<file path="config.mk">
export PLATFORM = sky130hd
export DESIGN_NAME = substring_first_match_search
export DESIGN_NICKNAME = d
export VERILOG_FILES = /design/src/hw/rtl/sfms_pkg.sv /design/src/hw/rtl/sfms_cell.sv /design/src/hw/rtl/substring_first_match_search.sv
export SDC_FILE = /design/constraint.sdc
export NUM_CORES = 1
export LEC_CHECK = 0
export ABC_AREA = 1
export BUFFER_PORTS_ARGS = -buffer_cell sky130_fd_sc_hd__buf_2
export CORE_MARGIN = 4
export CORE_UTILIZATION = 35
export DETAILED_ROUTE_END_ITERATION = 6
export HOLD_SLACK_MARGIN = 0.02
export PLACE_DENSITY = 0.58
export SLEW_MARGIN = 10
export SYNTH_ARGS = -nofsm -noshare
export SYNTH_HDL_FRONTEND = slang
export SYNTH_SLANG_ARGS = --single-unit
</file>
<file path="constraint.sdc">
create_clock -name clock -period 9.3 [get_ports clock]
set_input_delay 1.395 -clock clock [delete_from_list [all_inputs] [get_ports clock]]
set_output_delay 1.395 -clock clock [all_outputs]
set_load 0.02 [all_outputs]
</file>
<file path="src/hw/rtl/sfms_pkg.sv">
// Shared constants and types for the substring first-match search block.
// Used by sfms_cell and substring_first_match_search; depends on nothing else.
package sfms_pkg;

   // Default build parameters.
   localparam int PATTERN_MAX_DEFAULT    = 16;
   localparam int POSITION_WIDTH_DEFAULT = 32;

   // Fixed field widths.
   localparam int BYTE_WIDTH       = 8;
   localparam int PATTERN_WORD_W   = 64;
   localparam int LENGTH_REG_WIDTH = 5;
   localparam int OFFSET_WIDTH     = 32;
   localparam int MATCH_WIDTH      = 32;
   localparam int CSR_INDEX_WIDTH  = 3;
   localparam int CSR_DATA_WIDTH   = 64;

   typedef logic [BYTE_WIDTH-1:0]      src_byte_type;
   typedef logic [CSR_INDEX_WIDTH-1:0] csr_index_type;

   // Register indexes of the configuration port.
   localparam csr_index_type CSR_PATTERN_LOW  = csr_index_type'(0);
   localparam csr_index_type CSR_PATTERN_HIGH = csr_index_type'(1);
   localparam csr_index_type CSR_PATTERN_LEN  = csr_index_type'(2);
   localparam csr_index_type CSR_START_OFFSET = csr_index_type'(3);

endpackage

</file>
<file path="src/hw/rtl/sfms_cell.sv">
// One window cell: holds one recent source byte, passes it on to the next
// cell on every request and compares the incoming byte against its pattern byte.
// Depends on sfms_pkg.
module sfms_cell
   import sfms_pkg::*;
#(
   parameter int PATTERN_MAX = PATTERN_MAX_DEFAULT,
   parameter int CELL_INDEX  = 0,
   parameter int LEN_W       = $clog2(PATTERN_MAX + 1)
) (
   input  logic                                  clock,
   input  logic                                  shift_en,
   input  src_byte_type                          byte_in,
   input  logic [PATTERN_MAX-1:0][BYTE_WIDTH-1:0] pattern_bytes,
   input  logic [LEN_W-1:0]                      len,
   output src_byte_type                          byte_out,
   output logic                                  match
);

   localparam int IDX_W = (PATTERN_MAX > 1) ? $clog2(PATTERN_MAX) : 1;
   localparam logic [LEN_W-1:0] CELL_POS = LEN_W'(CELL_INDEX);

   src_byte_type     byte_ff;
   logic             active;
   logic [LEN_W-1:0] sel_full;
   logic [IDX_W-1:0] sel;

   // The byte entering this cell lines up with pattern byte len-1-CELL_INDEX.
   assign active   = CELL_POS < len;
   assign sel_full = len - CELL_POS - LEN_W'(1);
   assign sel      = sel_full[IDX_W-1:0];
   assign match    = !active || (byte_in == pattern_bytes[sel]);

   // Window storage moves one place down the chain per request.
   always_ff @(posedge clock) begin
      if (shift_en) begin
         byte_ff <= byte_in;
      end
   end

   assign byte_out = byte_ff;

endmodule

</file>
<file path="src/hw/rtl/substring_first_match_search.sv">
// Latency: a result is registered at the edge that accepts the byte that causes it,
// and is presented on the rsp_ port from the next cycle.
// Throughput: one source byte per cycle; req_stall rises only while a result waits
// on a stalled rsp_ port, as the single output register is then full.
// Reset: configuration registers and string state clear at once; no clearing pass.
// The compare of the window cells and the position add are both combinational.
module substring_first_match_search
   import sfms_pkg::*;
#(
   parameter int PATTERN_MAX    = PATTERN_MAX_DEFAULT,
   parameter int POSITION_WIDTH = POSITION_WIDTH_DEFAULT
) (
   input  logic                       clock,
   input  logic                       reset,
   // Request channel.
   input  logic                       req_valid,
   output logic                       req_stall,
   input  logic [BYTE_WIDTH-1:0]      req_source_byte,
   input  logic                       req_final_byte,
   // Result channel.
   output logic                       rsp_valid,
   input  logic                       rsp_stall,
   output logic                       rsp_found,
   output logic [MATCH_WIDTH-1:0]     rsp_match_start,
   // Configuration port.
   input  logic                       csr_write_enable,
   input  logic [CSR_INDEX_WIDTH-1:0] csr_index,
   input  logic [CSR_DATA_WIDTH-1:0]  csr_write_data
);

   localparam int LEN_W = $clog2(PATTERN_MAX + 1);
   localparam int PW    = POSITION_WIDTH;

   // Configuration registers.
   logic [PATTERN_WORD_W-1:0]   pattern_low_ff;
   logic [PATTERN_WORD_W-1:0]   pattern_high_ff;
   logic [LENGTH_REG_WIDTH-1:0] pattern_length_ff;
   logic [OFFSET_WIDTH-1:0]     start_offset_ff;

   // String state.
   logic [PW-1:0] bytes_seen_ff;
   logic [PW-1:0] bytes_seen_in;
   logic          match_reported_ff;
   logic          match_reported_in;

   // Output register.
   logic                   rsp_valid_ff;
   logic                   rsp_valid_in;
   logic                   rsp_found_ff;
   logic                   rsp_found_in;
   logic [MATCH_WIDTH-1:0] rsp_match_start_ff;
   logic [MATCH_WIDTH-1:0] rsp_match_start_in;

   logic                                   req_accept;
   logic                                   rsp_accept;
   logic [2*PATTERN_WORD_W-1:0]            pattern_all;
   logic [PATTERN_MAX-1:0][BYTE_WIDTH-1:0] pattern_bytes;
   logic [LEN_W-1:0]                       len;
   logic [PATTERN_MAX-1:0][BYTE_WIDTH-1:0] cell_byte;
   logic [PATTERN_MAX-1:0]                 cell_match;
   logic [PW-1:0]                          seen_next;
   logic                                   hit;
   logic [PW-1:0]                          position;

   // Handshakes: the output register frees itself in the cycle it is taken.
   assign rsp_accept = rsp_valid_ff && !rsp_stall;
   assign req_stall  = rsp_valid_ff && rsp_stall;
   assign req_accept = req_valid && !req_stall;

   // Configuration writes; unknown indexes are dropped.
   always_ff @(posedge clock) begin
      if (reset) begin
         pattern_low_ff    <= '0;
         pattern_high_ff   <= '0;
         pattern_length_ff <= '0;
         start_offset_ff   <= '0;
      end else if (csr_write_enable) begin
         unique case (csr_index)
            CSR_PATTERN_LOW:  pattern_low_ff    <= csr_write_data;
            CSR_PATTERN_HIGH: pattern_high_ff   <= csr_write_data;
            CSR_PATTERN_LEN:  pattern_length_ff <= csr_write_data[LENGTH_REG_WIDTH-1:0];
            CSR_START_OFFSET: start_offset_ff   <= csr_write_data[OFFSET_WIDTH-1:0];
            default: ;
         endcase
      end
   end

   // Pattern bytes in use and the saturated pattern length.
   assign pattern_all = {pattern_high_ff, pattern_low_ff};
   always_comb begin
      for (int k = 0; k < PATTERN_MAX; k++) begin
         pattern_bytes[k] = pattern_all[k*BYTE_WIDTH +: BYTE_WIDTH];
      end
   end
   assign len = (pattern_length_ff > LENGTH_REG_WIDTH'(PATTERN_MAX))
                ? LEN_W'(PATTERN_MAX) : LEN_W'(pattern_length_ff);

   // Chain of window cells; cell 0 takes the new byte.
   for (genvar j = 0; j < PATTERN_MAX; j++) begin : g_cell
      src_byte_type byte_in;
      if (j == 0) begin : g_head
         assign byte_in = req_source_byte;
      end else begin : g_body
         assign byte_in = cell_byte[j-1];
      end
      sfms_cell #(
         .PATTERN_MAX (PATTERN_MAX),
         .CELL_INDEX  (j),
         .LEN_W       (LEN_W)
      ) u_cell (
         .clock         (clock),
         .shift_en      (req_accept),
         .byte_in       (byte_in),
         .pattern_bytes (pattern_bytes),
         .len           (len),
         .byte_out      (cell_byte[j]),
         .match         (cell_match[j])
      );
   end

   // Match check over the window as it stands after this byte.
   assign seen_next = (bytes_seen_ff == '1) ? bytes_seen_ff : bytes_seen_ff + PW'(1);
   assign hit       = (len != '0) && (seen_next >= PW'(len)) && (&cell_match);
   assign position  = start_offset_ff[PW-1:0] + seen_next - PW'(len);

   // Next string state and result.
   always_comb begin
      bytes_seen_in      = bytes_seen_ff;
      match_reported_in  = match_reported_ff;
      rsp_valid_in       = rsp_valid_ff && !rsp_accept;
      rsp_found_in       = rsp_found_ff;
      rsp_match_start_in = rsp_match_start_ff;
      if (req_accept) begin
         if (match_reported_ff) begin
            // Rest of a string that already matched is dropped.
            if (req_final_byte) begin
               bytes_seen_in     = '0;
               match_reported_in = 1'b0;
            end
         end else begin
            bytes_seen_in = seen_next;
            if (hit) begin
               rsp_valid_in       = 1'b1;
               rsp_found_in       = 1'b1;
               rsp_match_start_in = MATCH_WIDTH'(position);
               if (req_final_byte) begin
                  bytes_seen_in = '0;
               end else begin
                  match_reported_in = 1'b1;
               end
            end else if (req_final_byte) begin
               rsp_valid_in       = 1'b1;
               rsp_found_in       = 1'b0;
               rsp_match_start_in = '0;
               bytes_seen_in      = '0;
            end
         end
      end
   end

   always_ff @(posedge clock) begin
      if (reset) begin
         bytes_seen_ff     <= '0;
         match_reported_ff <= 1'b0;
         rsp_valid_ff      <= 1'b0;
      end else begin
         bytes_seen_ff     <= bytes_seen_in;
         match_reported_ff <= match_reported_in;
         rsp_valid_ff      <= rsp_valid_in;
      end
   end

   always_ff @(posedge clock) begin
      rsp_found_ff       <= rsp_found_in;
      rsp_match_start_ff <= rsp_match_start_in;
   end

   assign rsp_valid       = rsp_valid_ff;
   assign rsp_found       = rsp_found_ff;
   assign rsp_match_start = rsp_match_start_ff;

   // A stalled request side means a result is waiting.
   a_stall_needs_result: assert property (@(posedge clock) disable iff (reset)
      req_stall |-> rsp_valid)
      else $error("request stalled with no pending result");

   // A not-found result carries a zero position.
   a_not_found_zero: assert property (@(posedge clock) disable iff (reset)
      (rsp_valid && !rsp_found) |-> (rsp_match_start == '0))
      else $error("not-found result with nonzero position");

   // The last byte of a string always leaves clean string state.
   a_final_clears: assert property (@(posedge clock) disable iff (reset)
      (req_valid && !req_stall && req_final_byte)
      |=> (bytes_seen_ff == '0) && !match_reported_ff)
      else $error("string state not cleared after last byte");

   // The matched flag only rises together with a found result.
   a_reported_with_result: assert property (@(posedge clock) disable iff (reset)
      $rose(match_reported_ff) |-> (rsp_valid && rsp_found))
      else $error("match flag set without a found result");

endmodule
</file>
==> results of run 1 <==
-- final cells by class --
cell class,instances,area [um2]
Tap cell,940,1176
Antenna cell,3,7.507
Multi-Input combinational cell,2867,13770
Clock buffer,59,1270
Fill cell,7573,42550
Clock inverter,18,227.7
Timing Repair Buffer,138,748.2
Sequential cell,352,8578
Inverter,417,1577
-- where the power goes --
part / switching, mW / leakage (nW) / total, mW / internal [mW]
clock network: 0.713 / 0.738 / 1.78 / 1.07
logic: 0.675 / 8.52 / 0.950 / 0.275
registers: 0.0560 / 3.10 / 1.75 / 1.69
-- final timing paths --
path / from / end / slack [ns] / depth (start not counted)
min: start_offset_ff[0]$_SDFFE_PP0P_ / start_offset_ff[0]$_SDFFE_PP0P_ / 0.46 / 2
min reg2reg: start_offset_ff[0]$_SDFFE_PP0P_ / start_offset_ff[0]$_SDFFE_PP0P_ / 0.46 / 2
max reg2reg: pattern_length_ff[4]$_SDFFE_PP0P_ / rsp_match_start[29]$_SDFFCE_PN0P_ / 3.24 / 24
max: pattern_length_ff[4]$_SDFFE_PP0P_ / rsp_match_start[29]$_SDFFCE_PN0P_ / 3.24 / 24
-- Yosys cell counts, types with 2 or more instances --
cell type / number
o21ai_2: 2
buf_2: 61
dfxtp_1: 199
fa_1: 4
o221ai_1: 3
o211ai_1: 10
nand3_1: 684
o21ai_1: 63
nand3_2: 2
o21ai_0: 200
nor2_1: 162
clkbuf_1: 88
a21oi_1: 235
nand2_4: 2
a31oi_1: 4
o2111ai_1: 3
a21o_1: 5
or2_2: 11
buf_6: 3
xnor2_1: 20
inv_2: 5
o21a_1: 5
a21boi_0: 4
xor2_1: 25
nor3_1: 8
clkinv_1: 3
nor3b_1: 2
o21bai_1: 4
edfxtp_1: 153
inv_1: 407
buf_1: 12
nand3b_1: 53
buf_4: 9
nor4_1: 4
nand2_1: 1250
nor2_4: 2
nand4_1: 7
ha_1: 68
nand2_2: 10
nor2_2: 5
a21oi_2: 4
-- metal layers --
metal / GRT usage, % / share of wire [%] / vias to the layer above
met5: 0 / 0 / -
met2: 39.07 / 42 / 1239
met1: 36.56 / 43 / 11830
li1: - / - / 12530
met3: 4.865 / 9.7 / 234
met4: 12.35 / 5.8 / 0
-- metrics by stage --
stage	cell area, um2	power (mW)	cells
3_3_place_gp	25850	2.702	4714
6_report	27360	4.481	4794
2_1_floorplan	24630	2.387	3809
3_5_place_dp	25850	2.703	4714
5_1_grt	27350	4.681	4791
4_1_cts	27350	4.495	4791
-- state kept, by name, summed over array words and instances, names as in the netlist --
signal / cells
g_cell.u_cell.byte_out: 120
bytes_seen_ff: 32
rsp_match_start: 32
pattern_low_ff: 64
pattern_high_ff: 64
pattern_length_ff: 5
rsp_found: 1
rsp_valid: 1
match_reported_ff: 1
start_offset_ff: 32
-- worst reg2reg max path, delay by kind of cell (launching register included) --
| kind | cells | cell delay [ns] |
|---|---|---|
| simple gates | 16 | 2.76 |
| buf+inv | 6 | 1.79 |
| flops | 1 | 0.48 |
| fa+ha+maj | 1 | 0.46 |
| compound gates | 1 | 0.20 |
-- cells by family (layout without fill, tap and decap cells) --
logic type      Yosys count  after routing  synth area share (%)
simple gates           2204           2204                 38.56
buf+inv                 590            632                 9.560
compound gates          544            544                 11.57
flops                   352            352                 34.83
fa+ha+maj                72             72                 3.779
xor+xnor                 46             46                 1.666
mux                       1              1               0.04064
other cells               0              3                     0
==> impl_metrics.py, run 1 <==
metrics = {
    "min_path": {
        "worstHoldPathType": "reg2reg",
    },
    "worst_setup_path": {
        "path_cells": "inv_6 > nand2_2 > ha_1 > inv_1 > nand2_1 > buf_4 > inv_2 > nand2_1 > nand3_1 > nand3_1 > nand2_1 > nand2_1 > nand2_1 > nand2_1 > nor2_1 > nand2_1 > nand2_1 > nand2_1 > nor2_1 > nand3_2 > o21bai_1 > nand2_1 > inv_1 > buf_4",
        "cp.arrival_ns": 6.30,
        "critical_path.top_delay_family": "simple AND/OR/NAND/NOR gates",
        "path_common_cell": "nand2_1",
        "critical_path_required_ns": 9.53,
        "worstPathMaxFanout": 35,
        "cp_slowest_cell": "nand2_1",
        "worst-path-buf-inv": 6,
        "crit_type": "reg2reg",
        "cp-end-kind": "flop",
        "slowest_delay_ns": 0.54,
        "cp-start-kind": "flop",
    },
    "run": {
        "drv_cap": 0,
    },
    "clock_tree": {
        "numClockSinks": 352,
        "clk_latency_ns": 0.59,
        "numCtsBuffers": 43,
        "cts_resized": 0,
        "clk_pin_slew_ns": 0.06,
        "root_buffer": "clkbuf_16",
        "cts_tree": "yes",
        "htreeDepth": 2,
        "cts_hold_buf": 0,
        "post_cts_buffers": 0,
        "clk_path_buf_depth": 3,
    },
    "placed_design": {
        "dp_hpwl_um": 76650,
        "gp_congestion": 1.044,
        "port_buffers": 115,
        "place_ws_ns": 3.363,
    },
    "synthesis": {
        "synth_warnings": 0,
        "synth_top_area_share_pct": 19.05,
        "syn_area_per_cell_um2": 6.467,
        "syn_nets": 3962,
        "ys_ff_latch": 352,
        "synth_cells": 3809,
        "synth_top_cell_by_area": "nand2_1",
        "seq_area_frac_synth_pct": 34.83,
        "synth_ff_type": "dfxtp_1",
        "synth_edf_count": 153,
        "ys_async_sr_fraction_pct": 0,
        "netlist_area_um2": 24630,
        "synth_area_leaders": "nand2_1 (19%), edfxtp_1 (19%), dfxtp_1 (16%)",
        "ys_types": 49,
    },
    "global_route": {
        "grtUsageTotal_pct": 26.19,
        "antenna_found_initial": 1,
        "grt_overflow_total": 0,
        "grt_max_degree": 133,
        "grt_pass1_vias": 22880,
        "grt_pass1_wl_um": 147100,
    },
    "layout": {
        "drive_gt1_share_pct": 6.829,
        "area_growth_pct": 11.06,
        "final_common_cell": "nand2_1",
        "utilization_pct": 39.13,
        "fin_nets": 3972,
        "final_cell_mix": "nand2_1 (1249), nand3_1 (681), inv_1 (405), a21oi_1 (234), o21ai_0 (200)",
    },
    "routing": {
        "drtAntennaViolNets": 0,
        "drcViolationCount": 0,
        "vias": 25830,
        "avgViaCountPerCell": 5.388,
        "drtIter0Drc": 3182,
        "wire_per_inst_um": 21.04,
        "drt_first_pass_iters": 6,
        "routed_wl_um": 100900,
    },
    "sta": {
        "tightestPinTransition_ns": 1.327,
        "setup-tns-final_ns": 0,
        "timing.final.ws_setup_ns": 3.235,
        "finalCriticalPeriod_ns": 6.065,
        "rsz0062_at_grt": "false",
        "hold_viol": 0,
        "drv_slew": 0,
        "hold_ws_ns": 0.4602,
        "setup_violations": 0,
        "max-slew-margin-rel_pct": 11.31,
        "max_freq_ghz": 0.1649,
        "fin_skew_ns": 0.03455,
        "post-route-period-util_pct": 65.21,
    },
    "die": {
        "start_util_pct": 35.24,
        "die_h_um": 273.3,
        "core-area_um2": 69910,
        "die_area_um2": 74690,
        "die_w_um": 273.3,
        "rows": 97,
        "io_pins": 116,
    },
    "power": {
        "p_leak_nw": 12.36,
        "power_density_nw_per_um2": 163.8,
        "peakVddDrop_mv": 0.1117,
    },
    "run_status": {
        "status": "completed",
    },
}
Note: power is estimated with default switching activity, not from simulation.
==> run 2, diff against run 1 <==
--- a/config.mk
+++ b/config.mk
@@ -5,13 +5,13 @@
 export SDC_FILE = /design/constraint.sdc
 export NUM_CORES = 1
 export LEC_CHECK = 0
-export ABC_AREA = 1
+export ABC_AREA = 0
 export BUFFER_PORTS_ARGS = -buffer_cell sky130_fd_sc_hd__buf_2
 export CORE_MARGIN = 4
 export CORE_UTILIZATION = 35
 export DETAILED_ROUTE_END_ITERATION = 6
 export HOLD_SLACK_MARGIN = 0.02
-export PLACE_DENSITY = 0.58
+export PLACE_DENSITY = 0.6
 export SLEW_MARGIN = 10
 export SYNTH_ARGS = -nofsm -noshare
 export SYNTH_HDL_FRONTEND = slang
==> constraint.sdc (replaced) <==
create_clock -name clock -period 5 [get_ports clock]
set_input_delay 0.75 -clock clock [delete_from_list [all_inputs] [get_ports clock]]
set_output_delay 0.75 -clock clock [all_outputs]
set_load 0.02 [all_outputs]
==> impl_metrics.py, run 2 <==
metrics = {
    "die": {
        "start_util_pct": 35.38,
        "die_area_um2": 81410,
        "die_h_um": 285.3,
        "io_pins": 116,
        "rows": 101,
        "die_w_um": 285.3,
        "core-area_um2": 76080,
    },
    "power": {
        "power_density_nw_per_um2": 243.0,
        "peakVddDrop_mv": 0.2257,
        "power_mw": 7.723,
        "p_leak_nw": 11.78,
    },
    "clock_tree": {
        "root_buffer": "clkbuf_16",
        "cts_tree": "yes",
        "htreeDepth": 2,
        "numClockSinks": 352,
        "clk_pin_slew_ns": 0.06,
        "clk_latency_ns": 0.59,
        "clk_path_buf_depth": 3,
        "numCtsBuffers": 41,
    },
    "sta": {
        "hold_ws_ns": 0.3713,
        "rsz0062_at_grt": "true",
        "setup_violations": 0,
        "finalCriticalPeriod_ns": 4.880,
        "drv_slew": 0,
        "max-slew-margin-rel_pct": 21.49,
        "post-route-period-util_pct": 97.61,
        "hold_viol": 0,
        "fin_skew_ns": 0.04033,
        "setup-tns-final_ns": 0,
        "max_freq_ghz": 0.2049,
        "tightestPinTransition_ns": 1.178,
    },
    "global_route": {
        "grt_pass1_vias": 23750,
        "grt_pass1_wl_um": 161500,
        "antenna_found_initial": 8,
        "grt_overflow_total": 0,
        "grtUsageTotal_pct": 26.35,
        "grt_max_degree": 166,
    },
    "layout": {
        "largest_reg_flops": 120,
        "design_area_um2": 31770,
        "drive_gt1_share_pct": 19.26,
        "area_growth_pct": 18.04,
        "final_cell_mix": "nand2_1 (402), mux2i_1 (308), a21oi_1 (267), buf_4 (234), dfxtp_1 (195)",
        "final_common_cell": "nand2_1",
        "fin_nets": 3439,
    },
    "routing": {
        "wl_met2_um": 47730,
        "wl_met1_um": 47140,
        "vias": 26220,
        "wl_met3_um": 12880,
        "avgViaCountPerCell": 6.026,
        "wire_per_inst_um": 25.77,
        "routed_wl_um": 112100,
        "routed.top_layer": "met5",
        "drt_first_pass_iters": 7,
        "drtIter0Drc": 3333,
        "drtAntennaViolNets": 0,
        "drcViolationCount": 1,
    },
    "synthesis": {
        "synth_warnings": 0,
        "synth_edf_count": 153,
        "ys_ff_latch": 352,
        "synth_ff_type": "dfxtp_1",
        "ys_top_cells_by_count": "nand2_1 (403), mux2i_1 (318), a21oi_1 (272)",
        "synth_top_cell_by_area": "edfxtp_1",
        "synth_cells": 3088,
        "seq_area_frac_synth_pct": 31.87,
        "syn_area_per_cell_um2": 8.717,
        "syn_nets": 3241,
        "ys_types": 94,
        "synth_top_area_share_pct": 17.07,
        "netlist_area_um2": 26920,
        "yosysMostFrequentCell": "nand2_1",
        "ys_async_sr_fraction_pct": 0,
        "synth_area_leaders": "edfxtp_1 (17%), dfxtp_1 (15%), mux2i_1 (12%)",
    },
    "placed_design": {
        "gp_congestion": 1.024,
        "dpl_cell_area_um2": 30150,
        "port_buffers": 115,
        "dp_hpwl_um": 85910,
    },
    "run": {
        "drv_cap": 0,
    },
    "run_status": {
        "status": "finished with violations",
        "violations": "DRC",
    },
    "worst_setup_path": {
        "cp-start-kind": "flop",
        "cp_slowest_cell": "nor4b_1",
        "cp-end-kind": "flop",
        "path_cells": "buf_6 > nor2b_4 > inv_6 > ha_1 > xnor2_2 > buf_12 > buf_12 > mux2_2 > a211oi_2 > nor3_1 > nor4b_1 > a41oi_1 > a2111oi_1 > and4_1 > nand3_2 > a211oi_4 > buf_12",
        "path_common_cell": "buf_12",
        "cp.arrival_ns": 5.14,
        "crit_type": "reg2reg",
        "slowest_delay_ns": 0.40,
        "critical_path_required_ns": 5.26,
        "critical_path.top_delay_family": "simple AND/OR/NAND/NOR gates",
        "worst-path-buf-inv": 5,
        "worstPathMaxFanout": 33,
    },
    "min_path": {
        "worstHoldPathType": "in2reg",
    },
}
## run 2: cell types whose count changed after synthesis, sizes merged, moves of 45 or more
cell / previous run / this run
o21ai: 265 / 94
mux4: 0 / 50
a211oi: 0 / 56
mux2i: 1 / 320
inv: 414 / 131
mux2: 0 / 45
nand3: 686 / 52
nor3: 8 / 66
xor2: 26 / 85
a22oi: 0 / 70
nand2: 1262 / 403
xnor2: 20 / 75
## run 2: where the power goes
part           leakage [nW]  switching, mW  total, mW  internal [mW]
registers              3.09          0.156       3.29           3.14
logic                  8.06          0.834       1.40          0.571
clock network         0.635           1.30       3.03           1.73
total                  11.8           2.29       7.72           5.44
## run 2: cell type report
class	instances	area, um2
Clock buffer	58	1164
Fill cell	7676	44300
Antenna cell	3	7.507
Multi-Input combinational cell	2383	17220
Sequential cell	352	8586
Timing Repair Buffer	375	2854
Tap cell	1030	1289
Inverter	133	506.7
Clock inverter	17	146.4
## run 2: cells by family after synthesis
logic type                 after synthesis  synth area share [%]
muxes                                  415                 18.03
and+or+nand+nor                        977                 17.55
DFF                                    352                 31.87
AOI/OAI and AO/OA                      759                 18.28
buffers and inverters                  353                 5.582
adders and majority gates               72                 3.458
xor gates and xnor gates               160                 5.234
## run 2: what timing repair did
item / in CTS / in global routing
buffers inserted: 0 / 6
hold buffers: 0 / 0
endpoints found under the setup margin: 7 / 46
gates cloned: 0 / 1
gates resized for setup: 4 / 44
pin swaps: 0 / 9
hold endpoints to repair: 0 / 0
## run 2: per-stage QoR
| stage | setup slack (ns) | cells | utilization [%] |
|---|---|---|---|
| floorplan | -0.1747 | 3088 | - |
| global placement | -0.1805 | 4266 | 39.62 |
| detailed placement | -0.1768 | 4266 | 39.63 |
| CTS | 0.01505 | 4341 | 41.37 |
| global route | -0.04009 | 4349 | 41.76 |
| finish | 0.1195 | 4351 | 41.77 |
## run 2: final timing paths
kind | startpoint | end | slack (ns) | depth (start not counted)
max reg2reg | pattern_length_ff[4]$_SDFFE_PP0P_ | rsp_match_start[23]$_SDFFCE_PN0P_ | 0.12 | 17
min | req_source_byte[5] | g_cell[0].u_cell.byte_out[5]$_DFFE_PP_ | 0.37 | 1
min reg2reg | g_cell[4].u_cell.byte_out[0]$_DFFE_PP_ | g_cell[5].u_cell.byte_out[0]$_DFFE_PP_ | 0.45 | 0
max | pattern_length_ff[4]$_SDFFE_PP0P_ | rsp_match_start[23]$_SDFFCE_PN0P_ | 0.12 | 17
## run 2: per-layer routing
layer / vias up / track usage (%)
li1: 11790 / -
met1: 12630 / 37.45
met2: 1583 / 39.11
met3: 215 / 6.195
met4: 2 / 9.122
met5: - / 0
